<file path="src/cbc_pkg.sv">
package cbc_pkg;

  localparam int unsigned SqrtSteps = 32;
  localparam int unsigned DivSteps  = 17;
  localparam logic [30:0] RadiusReset = 31'd32768;

  typedef struct packed {
    logic signed [31:0] px;
    logic signed [31:0] pz;
    logic signed [31:0] vx;
    logic signed [31:0] vz;
    logic [30:0]        r;
    logic signed [31:0] dx;
    logic signed [31:0] dz;
    logic               near_hit;
    logic signed [31:0] res_px;
    logic signed [31:0] res_pz;
    logic signed [31:0] res_vx;
    logic signed [31:0] res_vz;
    logic               res_hit;
  } carry_t;

  typedef struct packed {
    logic [63:0] rad;
    logic [32:0] rem;
    logic [31:0] root;
  } sqrt_t;

  typedef struct packed {
    logic [31:0] d;
    logic [31:0] rem_x;
    logic [31:0] rem_z;
    logic        nb_x;
    logic        nb_z;
    logic [16:0] q_x;
    logic [16:0] q_z;
  } div_t;

  typedef struct packed {
    logic en;
    logic vld;
  } cell_ctl_t;

  function automatic logic signed [31:0] sat32(input logic signed [63:0] v);
    logic signed [31:0] res;
    if (v > 64'sd2147483647) begin
      res = 32'sh7fffffff;
    end else if (v < -64'sd2147483648) begin
      res = 32'sh80000000;
    end else begin
      res = v[31:0];
    end
    return res;
  endfunction

endpackage

</file>
<file path="src/cbc_div_cell.sv">
module cbc_div_cell (
  input  logic              clk_i,
  input  logic              rst_ni,
  input  cbc_pkg::cell_ctl_t ctl_i,
  input  cbc_pkg::carry_t   carry_i,
  input  cbc_pkg::div_t     dv_i,
  output logic              vld_o,
  output cbc_pkg::carry_t   carry_o,
  output cbc_pkg::div_t     dv_o
);

  logic [32:0]     wx;
  logic [32:0]     wz;
  logic [32:0]     dd;
  logic            gx;
  logic            gz;
  cbc_pkg::div_t   dv_d;
  logic            vld_q;
  cbc_pkg::carry_t carry_q;
  cbc_pkg::div_t   dv_q;

  always_comb begin
    dd         = {1'b0, dv_i.d};
    wx         = {dv_i.rem_x, dv_i.nb_x};
    wz         = {dv_i.rem_z, dv_i.nb_z};
    gx         = (wx >= dd);
    gz         = (wz >= dd);
    dv_d.d     = dv_i.d;
    dv_d.rem_x = gx ? 32'(wx - dd) : wx[31:0];
    dv_d.rem_z = gz ? 32'(wz - dd) : wz[31:0];
    dv_d.nb_x  = 1'b0;
    dv_d.nb_z  = 1'b0;
    dv_d.q_x   = {dv_i.q_x[15:0], gx};
    dv_d.q_z   = {dv_i.q_z[15:0], gz};
  end

  always_ff @(posedge clk_i or negedge rst_ni) begin
    if (!rst_ni) begin
      vld_q <= 1'b0;
    end else if (ctl_i.en) begin
      vld_q <= ctl_i.vld;
    end
  end

  always_ff @(posedge clk_i) begin
    if (ctl_i.en) begin
      carry_q <= carry_i;
      dv_q    <= dv_d;
    end
  end

  assign vld_o   = vld_q;
  assign carry_o = carry_q;
  assign dv_o    = dv_q;

endmodule

</file>
<file path="config.mk">
export PLATFORM = sky130hd
export DESIGN_NAME = cbc_div_cell
export DESIGN_NICKNAME = d
export VERILOG_FILES = /design/src/cbc_pkg.sv /design/src/cbc_div_cell.sv
export SDC_FILE = /design/constraint.sdc
export NUM_CORES = 1
export LEC_CHECK = 0
export ABC_CLOCK_PERIOD_IN_PS = 1400
export BUFFER_PORTS_ARGS = -buffer_cell sky130_fd_sc_hd__buf_4
export CORE_AREA = 2 2 378 380
export CTS_CLUSTER_DIAMETER = 30
export CTS_CLUSTER_SIZE = 12
export DETAILED_ROUTE_END_ITERATION = 10
export DIE_AREA = 0 0 380 382
export RECOVER_POWER = 100
export REMOVE_ABC_BUFFERS = 1
export SLEW_MARGIN = 30
export SYNTH_ARGS = -nofsm -noshare
export SYNTH_HDL_FRONTEND = slang
export SYNTH_SLANG_ARGS = --single-unit
</file>
<file path="constraint.sdc">
create_clock -name clk_i -period 1.4 [get_ports clk_i]
set_input_delay 0.14 -clock clk_i [delete_from_list [all_inputs] [get_ports clk_i]]
set_output_delay 0.14 -clock clk_i [all_outputs]
set_load 0.02 [all_outputs]
</file>
# Word-level counts from Yosys, hierarchy flattened
# Index checks and enable logic that the tools add are counted.
# op_classes
add_sub_neg,2
muxes,2
n_lt_le_gt_ge,2
# ops
operator,n
greater-or-equal comparator 33 x 32 -> 1 bit,2
two-way mux 32 bit,2
subtractor 32 bit,2
# word_totals
reg_bits,484
input_bits,489
wordCells,25

# Longest topological paths before layout
# depth
word_depth,2
ltp_mapped,14
mapped_depth_nobuf,12

# Worst setup path after synthesis
# Ideal clock, no wire load.
# synth_path
path_type,input port to flip-flop
start,input dv_i[118] (netlist name)
end,"register dv_q, in the netlist dv_o[60] (data pin)"
setup_slack_ns,-1.585
cell_stages,13
t_arrival_ns,2.723
n_path_buf,2
setup_time_ns,0.262
path_cell_list,inv_1 -> ha_1 -> buf_2 -> a21o_1 -> a21o_1 -> a21o_1 -> a221oi_2 -> o21ai_1 -> a31oi_1 -> a21oi_2 -> a2111oi_4 -> buf_6 -> mux2_1
# synth_rtl
element,line_no,text
start: declaration,cbc_div_cell.sv:6,"input cbc_pkg::div_t dv_i,"
end signal: assignment,cbc_div_cell.sv:48,dv_q <= dv_d;
end: declaration,cbc_div_cell.sv:20,cbc_pkg::div_t dv_q;

==> results.json <==
{
  "setup_viol": 669,
  "finalNonFillerCells": 4984,
  "relSlewSlack_pct": 58.9,
  "ctsLongestPathBuffers": 3,
  "cap_viol_max_count": 0,
  "via_per_inst": 3.64,
  "dp_cells": 4200,
  "critical_path.max_stage_delay_ps": 340,
  "drtIter0Drc": 1012,
  "post_drt_wl_per_cell_microns": 24.8,
  "seq_area_frac_synth_pct": 77.6,
  "synth_edf_count": 483,
  "layout.nets": 3527,
  "worstMarginPinSlew_ps": 617,
  "clkTransAtPathRegs_ps": 40,
  "slowest_stage": "o41ai_4",
  "grt_pass1_vias": 19400,
  "synth_flop_cell": "edfxtp_1",
  "hold_viol": 0,
  "worstHoldPathType": "in -> reg",
  "die_y_microns": 382,
  "ys_warn_count": 0,
  "dieArea_sq_um": 145000,
  "grt_usage_pct": 16.6,
  "cts_root_buffer": "clkbuf_16",
  "finalClockSkew_ps": 0,
  "power_mw": 62.2,
  "status": "complete, but fails checks",
  "area_growth_pct": 131,
  "regArea_sq_um": 14500,
  "synth_cells": 1096,
  "routed_wl_microns": 124000,
  "cp_top_family": "compound AO/OA/AOI/OAI gates",
  "clock_latency_ps": 730,
  "coreArea_sq_um": 141000,
  "crit_top_cell": "buf_6",
  "synthDistinctLibCells": 56,
  "worstSetupStartpointType": "input pin",
  "p_leak_nw": 17.9,
  "ys_ff_latch": 484,
  "postSynth.asyncResetShare_pct": 0.207,
  "num_rows": 138,
  "required_ps": 1850,
  "postLayoutSetupSlackWorst_ps": -948,
  "vias": 18100,
  "setup_tns_ps": -110470,
  "num-fill-cells": 14000,
  "start_util_pct": 13.3,
  "io_pins": 975,
  "end_kind": "register",
  "fin_crit_sh_pct": 168,
  "port_buffers": 970,
  "critical_path.cell_chain": "buf_8, clkinvlp_4, buf_6, buf_6, ha_4, a21oi_2, nor2b_1, a41o_1, o41ai_4, buf_4, o31ai_4, buf_4, buf_6, a21oi_4, o21bai_1, xnor2_1, o21ai_4",
  "cp_num_buf_inv": 7,
  "fmax_ghz": 0.426,
  "numCtsBuffers": 134,
  "cts_tree": "yes",
  "slew_violations": 0,
  "cts_htree_levels": 4,
  "pre_cts_slack_ps": -1960,
  "syn_avg_cell_area_sq_um": 17.1,
  "grt_setup_unrepaired": "yes",
  "antenna_left": 0,
  "die_w_microns": 380,
  "drc": 0,
  "multiInputGateArea_sq_um": 4850,
  "cp.arrival_ps": 2800,
  "gp_congestion": 0.880,
  "grt-ovfl-total": 0,
  "cts_sinks": 484,
  "violations": "negative setup slack",
  "drive_gt1_share_pct": 51.9,
  "critPathMaxFanout": 2,
  "worstSetupPathType": "in -> reg",
  "antenna_found_initial": 52,
  "fin_crit_ps": 2350,
  "grt_pass1_wl_microns": 164000,
  "firstDrtPassIters": 5,
  "p_per_area_nw_per_um2": 1440,
  "grt_max_degree": 69,
  "syn_area_sq_um": 18700,
  "dp_hpwl_microns": 96100,
  "peakVddDrop_mv": 0.920
}
-- timing repair --
item | CTS | global route
endpoints found under the hold margin | 617 | 1
buffers inserted | 25 | 12
endpoints found under the setup margin | 550 | 550
resized for setup | 684 | 112
pin swaps | 80 | 33
hold buffers | 490 | 1
cloned | 13 | 0
-- sequential cells by signal (all words and copies together) (netlist names) --
signal / cells
vld_o: 1
dv_o: 130
carry_o: 353
-- through the flow --
stage / hold slack [ps] / instance area [sq um] / utilization [%]
after floorplan: -156 / 18600 / -
after global placement: -79.2 / 30500 / 21.6
after detailed placement: -78.8 / 30500 / 21.6
after CTS: -331 / 43000 / 30.5
after global routing: 20.2 / 43200 / 30.7
final: 79.3 / 43200 / 30.7
-- worst paths after layout --
kind,from,to,slack (ps),cells after the start
setup reg to reg,vld_o,vld_o,510,2
hold / removal,dv_i[73],dv_o[74],80,5
min in group asynchronous,rst_ni,vld_o,280,3
hold reg to reg,vld_o,vld_o,640,2
max in group asynchronous,rst_ni,vld_o,1020,3
setup / recovery,dv_i[102],dv_o[97],-950,17
-- worst register-to-register path, cell delays in order, from the launching register on --
cell	delay, ps
dfrtp_1	380
buf_4	140
mux2_2	260
-- metal layers --
layer	GRT usage, %	routed length [microns]	up-vias
li1	-	-	8049
met4	5.45	4450	32
met3	6.17	10600	238
met2	29.9	63400	949
met1	17.8	44900	8858
met5	0	193	-
-- synth_stat cells (all sizes together), types with 14 or more instances --
cell type / instances / area, sq um
a21o: 27 / 203
edfxtp: 483 / 14500
mux2: 33 / 372
nor2: 30 / 113
xor2: 29 / 254
clkbuf: 21 / 78.8
a21oi: 55 / 279
xnor2: 30 / 263
inv: 49 / 184
ha: 64 / 801
o21ai: 61 / 305
nand2: 64 / 240
nand4: 14 / 87.6
-- cell families (layout without fill, tap and decap cells) --
family / after synthesis / after routing / synth area share, %
compound gates: 202 / 202 / 6.85
xor+xnor: 59 / 59 / 2.76
fa+ha+maj: 66 / 66 / 4.49
buf+inv: 76 / 2058 / 1.69
flops: 484 / 484 / 77.6
mux: 35 / 35 / 2.09
other cells: 1 / 16 / 0.0200
simple gates: 173 / 174 / 4.45
-- power by group --
part	internal, mW	switching, mW
logic	6.37	6.13
clock network	21.1	10.2
registers	17.6	0.747
-- layout by cell type (no fill, tap or decap), drive strengths merged, types with 9 or more instances in the layout --
cell           n
nand2b         9
xnor2         30
nor2          30
nand2         64
a31oi         12
nand3         13
a21o          27
inv           53
clkinvlp       9
clkbuf       564
o21ai         61
buf          861
dlygate4sd3  491
mux2          33
nand4         14
bufinv        19
xor2          29
diode         14
a21oi         55
edfxtp       483
nor2b         13
clkinv        61
ha            64
-- final cells by class --
type / count / share of cell area (%)
antenna: 14 / 0.0810
clock buffer: 151 / 7.90
clock inverter: 93 / 2.86
inverter: 49 / 0.475
multi-input combinational: 538 / 11.2
sequential: 484 / 33.6
tap: 1890 / 5.47
timing repair buffer: 1765 / 38.4
Note: power is estimated with default switching activity, not from simulation.
