<file path="src/cbc_pkg.sv">
package cbc_pkg;

  localparam int unsigned SqrtSteps = 32;
  localparam int unsigned DivSteps  = 17;
  localparam logic [30:0] RadiusReset = 31'd32768;

  typedef struct packed {
    logic signed [31:0] px;
    logic signed [31:0] pz;
    logic signed [31:0] vx;
    logic signed [31:0] vz;
    logic [30:0]        r;
    logic signed [31:0] dx;
    logic signed [31:0] dz;
    logic               near_hit;
    logic signed [31:0] res_px;
    logic signed [31:0] res_pz;
    logic signed [31:0] res_vx;
    logic signed [31:0] res_vz;
    logic               res_hit;
  } carry_t;

  typedef struct packed {
    logic [63:0] rad;
    logic [32:0] rem;
    logic [31:0] root;
  } sqrt_t;

  typedef struct packed {
    logic [31:0] d;
    logic [31:0] rem_x;
    logic [31:0] rem_z;
    logic        nb_x;
    logic        nb_z;
    logic [16:0] q_x;
    logic [16:0] q_z;
  } div_t;

  typedef struct packed {
    logic en;
    logic vld;
  } cell_ctl_t;

  function automatic logic signed [31:0] sat32(input logic signed [63:0] v);
    logic signed [31:0] res;
    if (v > 64'sd2147483647) begin
      res = 32'sh7fffffff;
    end else if (v < -64'sd2147483648) begin
      res = 32'sh80000000;
    end else begin
      res = v[31:0];
    end
    return res;
  endfunction

endpackage

</file>
<file path="src/cbc_sqrt_cell.sv">
module cbc_sqrt_cell (
  input  logic              clk_i,
  input  logic              rst_ni,
  input  cbc_pkg::cell_ctl_t ctl_i,
  input  cbc_pkg::carry_t   carry_i,
  input  cbc_pkg::sqrt_t    sq_i,
  output logic              vld_o,
  output cbc_pkg::carry_t   carry_o,
  output cbc_pkg::sqrt_t    sq_o
);

  logic [34:0]     wide;
  logic [34:0]     trial;
  logic            ge;
  cbc_pkg::sqrt_t  sq_d;
  logic            vld_q;
  cbc_pkg::carry_t carry_q;
  cbc_pkg::sqrt_t  sq_q;

  always_comb begin
    wide     = {sq_i.rem, sq_i.rad[63:62]};
    trial    = {1'b0, sq_i.root, 2'b01};
    ge       = (wide >= trial);
    sq_d.rad = {sq_i.rad[61:0], 2'b00};
    sq_d.rem = ge ? 33'(wide - trial) : wide[32:0];
    sq_d.root = {sq_i.root[30:0], ge};
  end

  always_ff @(posedge clk_i or negedge rst_ni) begin
    if (!rst_ni) begin
      vld_q <= 1'b0;
    end else if (ctl_i.en) begin
      vld_q <= ctl_i.vld;
    end
  end

  always_ff @(posedge clk_i) begin
    if (ctl_i.en) begin
      carry_q <= carry_i;
      sq_q    <= sq_d;
    end
  end

  assign vld_o   = vld_q;
  assign carry_o = carry_q;
  assign sq_o    = sq_q;

endmodule

</file>
<file path="config.mk">
export PLATFORM = sky130hd
export DESIGN_NAME = cbc_sqrt_cell
export DESIGN_NICKNAME = d
export VERILOG_FILES = /design/src/cbc_pkg.sv /design/src/cbc_sqrt_cell.sv
export SDC_FILE = /design/constraint.sdc
export NUM_CORES = 1
export LEC_CHECK = 0
export BUFFER_PORTS_ARGS = -buffer_cell sky130_fd_sc_hd__buf_2
export CELL_PAD_IN_SITES_DETAIL_PLACEMENT = 0
export CELL_PAD_IN_SITES_GLOBAL_PLACEMENT = 1
export CORE_AREA = 3 3 371 373
export DETAILED_ROUTE_END_ITERATION = 8
export DIE_AREA = 0 0 374 376
export PLACE_DENSITY = 0.37
export SLEW_MARGIN = 20
export SYNTH_ARGS = -nofsm -noshare
export SYNTH_HDL_FRONTEND = slang
export SYNTH_SLANG_ARGS = --single-unit
</file>
<file path="constraint.sdc">
create_clock -name clk_i -period 1 [get_ports clk_i]
set_input_delay 0.05 -clock clk_i [delete_from_list [all_inputs] [get_ports clk_i]]
set_output_delay 0.05 -clock clk_i [all_outputs]
set_load 0.01 [all_outputs]
</file>
# Word level (Yosys, flattened, before mapping)
# Index checks and enable logic that the tools add are counted.
# op_classes
add_sub_neg,1
n_lt_le_gt_ge,1
mux,1
# ops
cell,count
35-bit by 34-bit greater-or-equal comparator with 1-bit output,1
33-bit 2-to-1 mux,1
33-bit subtractor,1
# totals
reg_bits,481
in_bits,486
out_inout_bits,483

# Depth between registers and ports, before layout
# Gate-level depths: netlist (run 1).
# logic_depth
ltp_word,2
depth_mapped,14
mapped_depth_nobuf,11

# Worst setup path before layout (run 1)
# No wires, ideal clock.
# synth_timing
path_kind,input -> register
from,in sq_i[5] (netlist name)
to,"reg sq_q, in the netlist sq_o[64] (data pin)"
t_arrival_ns,2.182
required_ns,0.739
slack_ns,-1.443
stages,11
path_buffers,0
path_cell_list,inv_1 ha_1 a211oi_2 o21bai_1 a21o_1 a221o_1 a221o_1 a21o_1 a21oi_2 xor2_1 a21oi_1
# synth_rtl
item,line_no,source
"start, declared",cbc_sqrt_cell.sv:6,"input cbc_pkg::sqrt_t sq_i,"
"end signal, assigned",cbc_sqrt_cell.sv:40,sq_q <= sq_d;
"end, declared",cbc_sqrt_cell.sv:18,cbc_pkg::sqrt_t sq_q;

==> results.sh, run 1 <==
export IMPL_status="complete, but fails checks"
export IMPL_violations="negative setup slack"
export IMPL_dpl_hpwl_um=64490
export IMPL_reg2reg_slack_ps=230
export IMPL_p_seq_share_pct=43.9
export IMPL_clock_latency_ps=650
export IMPL_cp_start_kind="input pin"
export IMPL_layout_nets=3052
export IMPL_fin_setup_tns_ps=-130930
export IMPL_die_w_um=374
export IMPL_grt_max_degree=45
export IMPL_ir_drop_mv=1.597
export IMPL_min_path_type="input pin to register"
export IMPL_vias=14370
export IMPL_met1Wirelength_um=30840
export IMPL_ys_async_sr_fraction_pct=0.2079
export IMPL_grt_pass1_vias=15860
export IMPL_cp_max_fo=6
export IMPL_drv_cap=0
export IMPL_routabilityCongestion=0.8149
export IMPL_wl_met3_um=5062
export IMPL_synth_area_per_cell_um2=19.85
export IMPL_syn_cell_area_mm2=0.01674
export IMPL_clockRootBuffer="clkbuf_16"
export IMPL_final_cell_area_mm2=0.03353
export IMPL_cts_sinks=481
export IMPL_htree_levels=2
export IMPL_rr_worst_depth=1
export IMPL_crit_chain="buf_8 -> inv_8 -> ha_4 -> and4_4 -> and3_4 -> nand2_2 -> a221o_1 -> a21oi_2 -> a21oi_2 -> o21ai_4 -> buf_8 -> mux2_4"
export IMPL_grt_pass1_wl_um=112100
export IMPL_final_common_cell="buf_2"
export IMPL_syn_inst=843
export IMPL_port_buffers=966
export IMPL_crit_end="sq_o[55]"
export IMPL_switchingPower_mw=14.42
export IMPL_io_pins=969
export IMPL_critical_path_required_ps=1370
export IMPL_r2r_end="vld_o"
export IMPL_p_leak_nw=13.88
export IMPL_multiInputGateArea_mm2=0.002596
export IMPL_viasPerCell=3.284
export IMPL_synth_edf_count=480
export IMPL_route_detailed_drc=0
export IMPL_path_clk_slew_ps=60
export IMPL_fin_crit_sh_pct=191.6
export IMPL_final_cell_mix="buf_2 (854), dlygate4sd3_1 (492), edfxtp_1 (480), buf_4 (167), buf_6 (110)"
export IMPL_p_comb_share_pct=17.2
export IMPL_die_y_um=376
export IMPL_place_area_mm2=0.02537
export IMPL_hold_violations=0
export IMPL_endpoint_kind="register"
export IMPL_max_freq_mhz=522.0
export IMPL_drtPass1Iterations=4
export IMPL_drt_iter0_drc=617
export IMPL_top_layer="met5"
export IMPL_yosysWarnings=0
export IMPL_final_min_clock_period_ps=1916
export IMPL_yosysSeqAreaShare_pct=86.27
export IMPL_power_density_mw_per_mm2=1684
export IMPL_place_inst=3750
export IMPL_cts_buffers=60
export IMPL_finalWirelength_um=80810
export IMPL_layout_setup_ws_ps=-915.6
export IMPL_clkPwrFrac_pct=38.9
export IMPL_cpPeakStageDelay_ps=370
export IMPL_yosys_register_bits=481
export IMPL_clk_path_buf_depth=3
export IMPL_dr_wl_met2_um=42820
export IMPL_antenna_left=0
export IMPL_cts_tree="done"
export IMPL_clock_skew_ps=0
export IMPL_drive_above_1_share_pct=51.74
export IMPL_p_int_mw=42.03
export IMPL_core_area_mm2=0.1350
export IMPL_yosysUniqueCellTypes=49
export IMPL_synthToLayoutAreaGrowth_pct=100.3
export IMPL_grt_use_total_pct=10.88
export IMPL_critical_path_slowest_cell="a221o_1"
export IMPL_arrival_ps=2280
export IMPL_dieArea_mm2=0.1406
export IMPL_rsz0062_at_grt="yes"
export IMPL_ys_flop_type="edfxtp_1"
export IMPL_dp_slack_ps=-1780
export IMPL_antenna_found_initial=19
export IMPL_slew_viol_final=0
export IMPL_rows=135
export IMPL_nFillCells=14330
export IMPL_grt_remaining_overflow=0
export IMPL_seqCellArea_mm2=0.01444
export IMPL_swShare_pct=25.55
export IMPL_reg2reg_from="vld_o"
export IMPL_layoutNonFillerInstCount=4375
export IMPL_power_mw=56.45
export IMPL_route_detailed_wl_per_inst_um=18.47
export IMPL_startpoint="sq_i[6]"
export IMPL_setup_violations=515
export IMPL_start_util_pct=12.40
export IMPL_worst_setup_path_type="input pin to register"
## layer usage
metal / up-vias / track usage, %
li1: 6674 / -
met1: 7026 / 12.01
met2: 549 / 20.24
met3: 114 / 2.937
met4: 6 / 3.227
met5: - / 0
## state kept, by name, summed over array words and instances (netlist names)
| name | cells |
|---|---|
| sq_o | 127 |
| vld_o | 1 |
| carry_o | 353 |
## metrics by stage
stage          util [%]  hold slack (ps)
5_1_grt           24.83            40.24
2_1_floorplan         -           -245.6
4_1_cts           24.59            17.64
3_5_place_dp      18.80           -170.7
6_report          24.84            85.92
3_3_place_gp      18.80           -171.2
## synthesized netlist by cell type, drive strengths merged (2+ instances only)
cell | n | area, um2
nor2 | 42 | 157.7
nand3 | 8 | 40.04
inv | 39 | 146.4
buf | 13 | 81.33
o21ai | 21 | 108.9
a31oi | 5 | 31.28
xnor2 | 19 | 166.4
a21o | 9 | 67.56
mux2 | 8 | 90.09
ha | 34 | 425.4
nand2 | 28 | 105.1
o211ai | 2 | 15.01
xor2 | 9 | 78.83
and3 | 3 | 18.77
nand4 | 6 | 37.54
edfxtp | 480 | 14410
nand2b | 4 | 25.02
o31ai | 3 | 27.52
a41oi | 2 | 17.52
o21a | 8 | 60.06
a221oi | 2 | 17.52
a211oi | 5 | 47.54
clkbuf | 5 | 18.77
a221o | 3 | 30.03
nor3 | 5 | 25.02
a21oi | 58 | 297.8
o21bai | 6 | 45.04
## worst min-delay path by stage
stage,from,to,cells after the start
floorplan,rst_ni,vld_o,0
global placement,rst_ni,vld_o,1
detailed placement,rst_ni,vld_o,1
CTS,carry_i[277],carry_o[277],2
global route,carry_i[222],carry_o[222],2
finish,sq_i[32],sq_o[34],5
## cells by family after synthesis
| group | count (synthesis) | share of synthesized area (%) |
|---|---|---|
| flip-flops | 481 | 86.27 |
| AO/OA/AOI/OAI | 131 | 4.942 |
| AND/OR/NAND/NOR | 103 | 2.744 |
| buffers and inverters | 57 | 1.473 |
| adder cells (fa/ha/maj) | 34 | 2.542 |
| XOR/XNOR | 28 | 1.465 |
| multiplexers | 8 | 0.5383 |
| other | 1 | 0.02241 |
## critical path: cells and delay by family
family	cells	cell delay [ps]
buf+inv	3	290
mux	1	300
simple gates	3	490
compound gates	4	870
fa+ha+maj	1	260
## area by class of cell
class                   instances  area share [%]
multi-input cells             306           7.744
repair buffers               1644           36.01
diodes                         12         0.08957
clock inverters                44           1.329
flip-flops and latches        481           43.07
well taps                    1781           6.647
inverters                      39          0.4889
clock buffers                  68           4.631
## power groups by stage
stage / sequential (mW) / clock (mW) / combinational (mW)
finish: 24.8 / 21.9 / 9.73
global route: 24.9 / 23.7 / 10.4
CTS: 24.8 / 22.9 / 9.72
detailed placement: 25.1 / 0 / 7.39
global placement: 25.1 / 0 / 7.42
floorplan: 26.0 / 0 / 1.43
## repair_timing
item | CTS | global route
gates resized for setup | 230 | 69
hold endpoints to repair | 527 | 0
hold buffers | 492 | 0
setup endpoints to repair | 515 | 515
buffers inserted | 7 | 2
pin swaps | 35 | 12
cloned | 0 | 1
Power figures use the tool's default switching activity.
==> run 2, diff against run 1 <==
==> constraint.sdc (replaced) <==
create_clock -name clk_i -period 1 [get_ports clk_i]
set_input_delay 0.2 -clock clk_i [delete_from_list [all_inputs] [get_ports clk_i]]
set_output_delay 0.2 -clock clk_i [all_outputs]
set_load 0.01 [all_outputs]
==> run 2 against run 1 <==
Hold slack lost 28 ps. Fmax is 8.4% lower. Largest cell class unchanged. Cell area fell by 0.37%. Sequential cell count did not move. Cell count is 0.14% lower. The flow still finishes with violations (negative setup slack).
==> results.sh, run 2 (synthesized netlist as in run 1, its figures left out) <==
export IMPL_final_common_cell="buf_2"
export IMPL_critical_path_slowest_cell="a221o_1"
export IMPL_place_inst=3750
export IMPL_crit_buf_inv=3
export IMPL_power_mw=55.91
export IMPL_violations="negative setup slack"
export IMPL_arrival_ps=2470
export IMPL_route_detailed_drc=0
export IMPL_cp_start_kind="input pin"
export IMPL_fin_crit_sh_pct=209.1
export IMPL_vias=14260
export IMPL_drv_cap=0
export IMPL_grt_remaining_overflow=0
export IMPL_setup_violations=765
export IMPL_dpl_hpwl_um=64580
export IMPL_clock_latency_ps=650
export IMPL_routabilityCongestion=0.8132
export IMPL_layout_nets=3047
export IMPL_grt_pass1_vias=15670
export IMPL_path_clk_slew_ps=50
export IMPL_clk_path_buf_depth=3
export IMPL_viasPerCell=3.264
export IMPL_final_util_pct=24.75
export IMPL_rsz0062_at_grt="yes"
export IMPL_worst_setup_path_type="input pin to register"
export IMPL_grt_max_degree=45
export IMPL_status="complete, but fails checks"
export IMPL_min_path_type="input pin to register"
export IMPL_clock_skew_ps=0
export IMPL_slew_viol_final=0
export IMPL_antenna_left=0
export IMPL_cts_buffers=60
export IMPL_die_w_um=374
export IMPL_io_pins=969
export IMPL_layoutNonFillerInstCount=4369
export IMPL_endpoint_kind="register"
export IMPL_nFillCells=14340
export IMPL_drt_iter0_drc=558
export IMPL_cpPeakStageDelay_ps=380
export IMPL_core_area_mm2=0.1350
export IMPL_htree_levels=2
export IMPL_finalWirelength_um=80700
export IMPL_power_density_mw_per_mm2=1674
export IMPL_p_leak_nw=13.84
export IMPL_fin_setup_tns_ps=-231140
export IMPL_place_area_mm2=0.02537
export IMPL_drive_above_1_share_pct=52.27
export IMPL_start_util_pct=12.40
export IMPL_critical_path_required_ps=1380
export IMPL_hold_violations=0
export IMPL_final_min_clock_period_ps=2091
export IMPL_route_detailed_wl_per_inst_um=18.47
export IMPL_cp_common_cell="a21oi_2"
export IMPL_grt_use_total_pct=10.81
export IMPL_port_buffers=966
export IMPL_drtPass1Iterations=4
export IMPL_rows=135
export IMPL_cts_sinks=481
export IMPL_synthToLayoutAreaGrowth_pct=99.59
export IMPL_cts_tree="done"
export IMPL_ir_drop_mv=1.416
export IMPL_crit_chain="buf_8 -> inv_8 -> ha_4 -> and4_4 -> and3_4 -> nand2_2 -> a221o_1 -> a21oi_2 -> a21oi_2 -> o21ai_4 -> buf_12 -> mux2_4"
export IMPL_final_cell_area_mm2=0.03340
export IMPL_antenna_found_initial=18
export IMPL_grt_pass1_wl_um=111000
export IMPL_dieArea_mm2=0.1406
export IMPL_largest_reg_flops=353
export IMPL_cp_max_fo=7
export IMPL_clockRootBuffer="clkbuf_16"
export IMPL_die_y_um=376
export IMPL_crit_family="compound AO/OA/AOI/OAI gates"
export IMPL_layout_setup_ws_ps=-1091
export IMPL_max_freq_mhz=478.2
export IMPL_final_cell_mix="buf_2 (861), edfxtp_1 (480), dlygate4sd3_1 (479), buf_4 (172), buf_6 (105)"
## run 2: cell types whose count changed in the layout (fill, tap and decap cells not counted), moves of 3 or more
cell	previous run	this run
inv_6	3	0
clkbuf_1	7	13
dlygate4sd3_1	492	479
a21oi_2	21	27
buf_6	110	105
a21oi_1	35	29
buf_2	854	861
buf_4	167	172
nor2_1	37	33
## run 2: power by group
group | total (mW) | switching [mW] | internal (mW)
registers | 24.8 | 0.610 | 24.2
logic | 9.74 | 4.65 | 5.09
clock network | 21.4 | 8.92 | 12.5
## run 2: area by class of cell
| cell class | count | area [um2] | area share, % |
|---|---|---|---|
| Clock buffer | 74 | 1575 | 4.716 |
| Inverter | 39 | 161.4 | 0.4832 |
| Clock inverter | 38 | 369.1 | 1.105 |
| Timing Repair Buffer | 1639 | 11980 | 35.86 |
| Tap cell | 1781 | 2228 | 6.671 |
| Antenna cell | 11 | 27.53 | 0.08241 |
| Multi-Input combinational cell | 306 | 2625 | 7.859 |
| Sequential cell | 481 | 14440 | 43.23 |
## run 2: per-stage QoR
stage | setup slack [ps] | hold slack, ps
6_report | -1091 | 57.93
5_1_grt | -1121 | 24.13
4_1_cts | -1052 | 1.651
3_5_place_dp | -1941 | -22.21
3_3_place_gp | -1984 | -21.44
2_1_floorplan | -1414 | -95.59
## run 2: path summary, 6_finish.rpt
| kind | slack (ps) | cells past startpoint | startpoint | endpoint |
|---|---|---|---|---|
| hold reg to reg | 540 | 1 | vld_o | vld_o |
| setup reg to reg | 240 | 1 | vld_o | vld_o |
| hold / removal | 60 | 4 | sq_i[58] | sq_o[60] |
| setup / recovery | -1090 | 12 | sq_i[6] | sq_o[45] |
| max in group asynchronous | 490 | 3 | rst_ni | vld_o |
| min in group asynchronous | 410 | 3 | rst_ni | vld_o |
## run 2: per-layer routing
| metal | track usage [%] | part of all wire (%) | vias to the layer above |
|---|---|---|---|
| met5 | 0 | 0.042 | - |
| met3 | 2.905 | 6.2 | 106 |
| met2 | 20.03 | 53 | 510 |
| met4 | 3.475 | 2.9 | 6 |
| met1 | 11.91 | 38 | 6982 |
| li1 | - | - | 6656 |
## run 2: what timing repair did
item                                   in CTS  in global routing
gates cloned                                1                  1
pin swaps                                  27                 17
hold buffers                              478                  2
resized for setup                         219                 82
setup buffers                              10                  6
setup endpoints to repair                 515                979
endpoints found under the hold margin     493                 15
==> run 3, diff against run 2 <==
--- a/config.mk
+++ b/config.mk
@@ -5,12 +5,13 @@
 export SDC_FILE = /design/constraint.sdc
 export NUM_CORES = 1
 export LEC_CHECK = 0
+export ABC_AREA = 1
 export BUFFER_PORTS_ARGS = -buffer_cell sky130_fd_sc_hd__buf_2
 export CELL_PAD_IN_SITES_DETAIL_PLACEMENT = 0
 export CELL_PAD_IN_SITES_GLOBAL_PLACEMENT = 1
-export CORE_AREA = 3 3 371 373
+export CORE_AREA = 3 3 381 383
 export DETAILED_ROUTE_END_ITERATION = 8
-export DIE_AREA = 0 0 374 376
+export DIE_AREA = 0 0 384 386
 export PLACE_DENSITY = 0.37
 export SLEW_MARGIN = 20
 export SYNTH_ARGS = -nofsm -noshare
==> run 3 against run 2 <==
The run still ends with negative setup slack left. Global-route usage rose by 3.6 points. Non-clock buffer count increased by 35. Sequential cell count stayed put. Sequential power hardly changed. Worst setup slack better by 540 ps. Combinational power grew 21%. First-iteration DRC count grew 42%. Hold slack gained 37 ps. Wire length is 38% higher. Highest routed layer unchanged.
==> results.sh, run 3 <==
export IMPL_switchingPower_mw=16.62
export IMPL_fin_setup_tns_ps=-189820
export IMPL_yosysTopAreaCell="edfxtp_1"
export IMPL_routabilityCongestion=0.8888
export IMPL_final_common_cell="buf_2"
export IMPL_ir_drop_mv=1.113
export IMPL_final_util_pct=25.66
export IMPL_die_w_um=384
export IMPL_syn_inst=1165
export IMPL_grt_remaining_overflow=0
export IMPL_port_buffers=966
export IMPL_power_density_mw_per_mm2=1637
export IMPL_cts_sinks=481
export IMPL_crit_buf_inv=1
export IMPL_ys_flop_type="edfxtp_1"
export IMPL_synth_area_top_cells="edfxtp_1 (82%), nand2_1 (6.6%), inv_1 (3.3%)"
export IMPL_p_leak_nw=15.75
export IMPL_fin_crit_sh_pct=154.7
export IMPL_yosysSeqAreaShare_pct=81.68
export IMPL_synth_edf_count=480
export IMPL_yosys_register_bits=481
export IMPL_clock_skew_ps=0
export IMPL_max_freq_mhz=646.6
export IMPL_die_y_um=386
export IMPL_route_detailed_drc=0
export IMPL_drt_iter0_drc=794
export IMPL_antenna_found_initial=45
export IMPL_finalWirelength_um=111400
export IMPL_vias=16220
export IMPL_htree_levels=3
export IMPL_final_cell_area_mm2=0.03637
export IMPL_rsz0062_at_grt="yes"
export IMPL_p_comb_share_pct=19.8
export IMPL_p_seq_share_pct=41.8
export IMPL_place_area_mm2=0.02698
export IMPL_clockRootBuffer="clkbuf_16"
export IMPL_ys_async_sr_fraction_pct=0.2079
export IMPL_viasPerCell=3.340
export IMPL_syn_cell_area_mm2=0.01768
export IMPL_clk_path_buf_depth=3
export IMPL_endpoint_kind="output port"
export IMPL_hold_violations=0
export IMPL_layout_setup_ws_ps=-546.6
export IMPL_layout_nets=3420
export IMPL_min_path_type="input pin to register"
export IMPL_swShare_pct=27.90
export IMPL_path_clk_slew_ps=60
export IMPL_synthToLayoutAreaGrowth_pct=105.7
export IMPL_route_detailed_wl_per_inst_um=22.94
export IMPL_status="complete, but fails checks"
export IMPL_final_cell_mix="buf_2 (764), dlygate4sd3_1 (484), edfxtp_1 (480), buf_4 (200), buf_6 (195)"
export IMPL_dpl_hpwl_um=91430
export IMPL_largest_reg_flops=353
export IMPL_violations="negative setup slack"
export IMPL_cts_tree="done"
export IMPL_whs_path_depth=5
export IMPL_synth_area_per_cell_um2=15.17
export IMPL_crit_chain="buf_6"
export IMPL_p_int_mw=42.94
export IMPL_cp_depth=1
export IMPL_yosysWarnings=0
export IMPL_cpPeakStageDelay_ps=500
export IMPL_drv_cap=0
export IMPL_synth_most_common_cell="edfxtp_1"
export IMPL_critical_path_required_ps=800
export IMPL_clkPwrFrac_pct=38.4
export IMPL_io_pins=969
export IMPL_yosysUniqueCellTypes=30
export IMPL_whs_ps=95.19
export IMPL_final_min_clock_period_ps=1547
export IMPL_core_area_mm2=0.1418
export IMPL_nFillCells=14980
export IMPL_antenna_left=0
export IMPL_grt_pass1_wl_um=146900
export IMPL_start_util_pct=12.47
export IMPL_dieArea_mm2=0.1482
export IMPL_grt_pass1_vias=17410
export IMPL_grt_use_total_pct=14.42
export IMPL_setup_violations=521
export IMPL_synth_top_area_share_pct=81.53
export IMPL_critical_path_slowest_cell="edfxtp_1"
export IMPL_drive_above_1_share_pct=52.87
export IMPL_cts_buffers=66
export IMPL_arrival_ps=1350
export IMPL_rows=138
export IMPL_slew_viol_final=0
export IMPL_cp_max_fo=1
export IMPL_drtPass1Iterations=4
export IMPL_synthTopCellsByCount="edfxtp_1 (480), nand2_1 (313), inv_1 (154)"
export IMPL_worst_setup_path_type="register to output port"
export IMPL_grt_max_degree=37
export IMPL_cp_start_kind="register"
export IMPL_rr_worst_depth=1
export IMPL_crit_family="flip-flops"
export IMPL_clock_latency_ps=640
==> run 3: path summary, 6_finish.rpt <==
kind,start,end,slack (ps)
min in group asynchronous,rst_ni,vld_o,450
max in group asynchronous,rst_ni,vld_o,420
setup / recovery,carry_o[233],carry_o[233],-550
setup reg to reg,vld_o,vld_o,220
hold reg to reg,vld_o,vld_o,570
hold / removal,sq_i[127],sq_o[32],100
==> run 3: kinds of logic after synthesis <==
logic type      synth area share, %
mux                         0.06369
xor+xnor                     0.6936
compound gates               0.7502
flops                         81.68
simple gates                  10.60
fa+ha+maj                     2.406
other cells                 0.02121
buf+inv                       3.794
==> run 3: per-stage QoR <==
step	setup WS [ps]	cells	total power [mW]
2_1_floorplan	-656.8	1166	27.79
5_1_grt	-658.6	4849	62.35
4_1_cts	-699.6	4832	60.67
3_3_place_gp	-1354	4200	33.84
6_report	-546.6	4857	59.55
3_5_place_dp	-1325	4200	33.75
==> run 3: power groups by stage <==
stage / Sequential (mW) / Clock (mW) / Combinational [mW]
final: 24.9 / 22.9 / 11.8
after detailed placement: 25.1 / 0 / 8.62
after CTS: 24.9 / 23.9 / 11.8
after floorplan: 25.9 / 0 / 1.86
after global routing: 25.0 / 24.7 / 12.6
after global placement: 25.2 / 0 / 8.66
==> run 3: cell type report <==
type | count | area (um2) | share of cell area, %
Timing Repair Buffer | 1674 | 12980 | 35.70
Sequential cell | 481 | 14440 | 39.70
Inverter | 159 | 661.9 | 1.820
Multi-Input combinational cell | 518 | 3840 | 10.56
Antenna cell | 20 | 50.05 | 0.1376
Clock inverter | 29 | 295.3 | 0.8119
Clock buffer | 86 | 1737 | 4.775
Tap cell | 1890 | 2365 | 6.502
==> run 3: what timing repair did <==
action / 4_1_cts / 5_1_grt
cloned: 5 / 0
buffers inserted: 30 / 5
pin swaps: 63 / 27
hold buffers: 485 / 1
resized for setup: 516 / 113
hold endpoints to repair: 486 / 6
endpoints found under the setup margin: 515 / 780
==> run 3: layer usage <==
metal | up-vias | part of all wire (%) | routed length (um) | track usage, %
met5 | - | 0.075 | 84 | 0
met4 | 14 | 2.1 | 2347 | 2.905
met3 | 144 | 6.9 | 7737 | 4.257
met2 | 648 | 50 | 55940 | 25.55
met1 | 7896 | 41 | 45310 | 17.22
li1 | 7521 | - | - | -
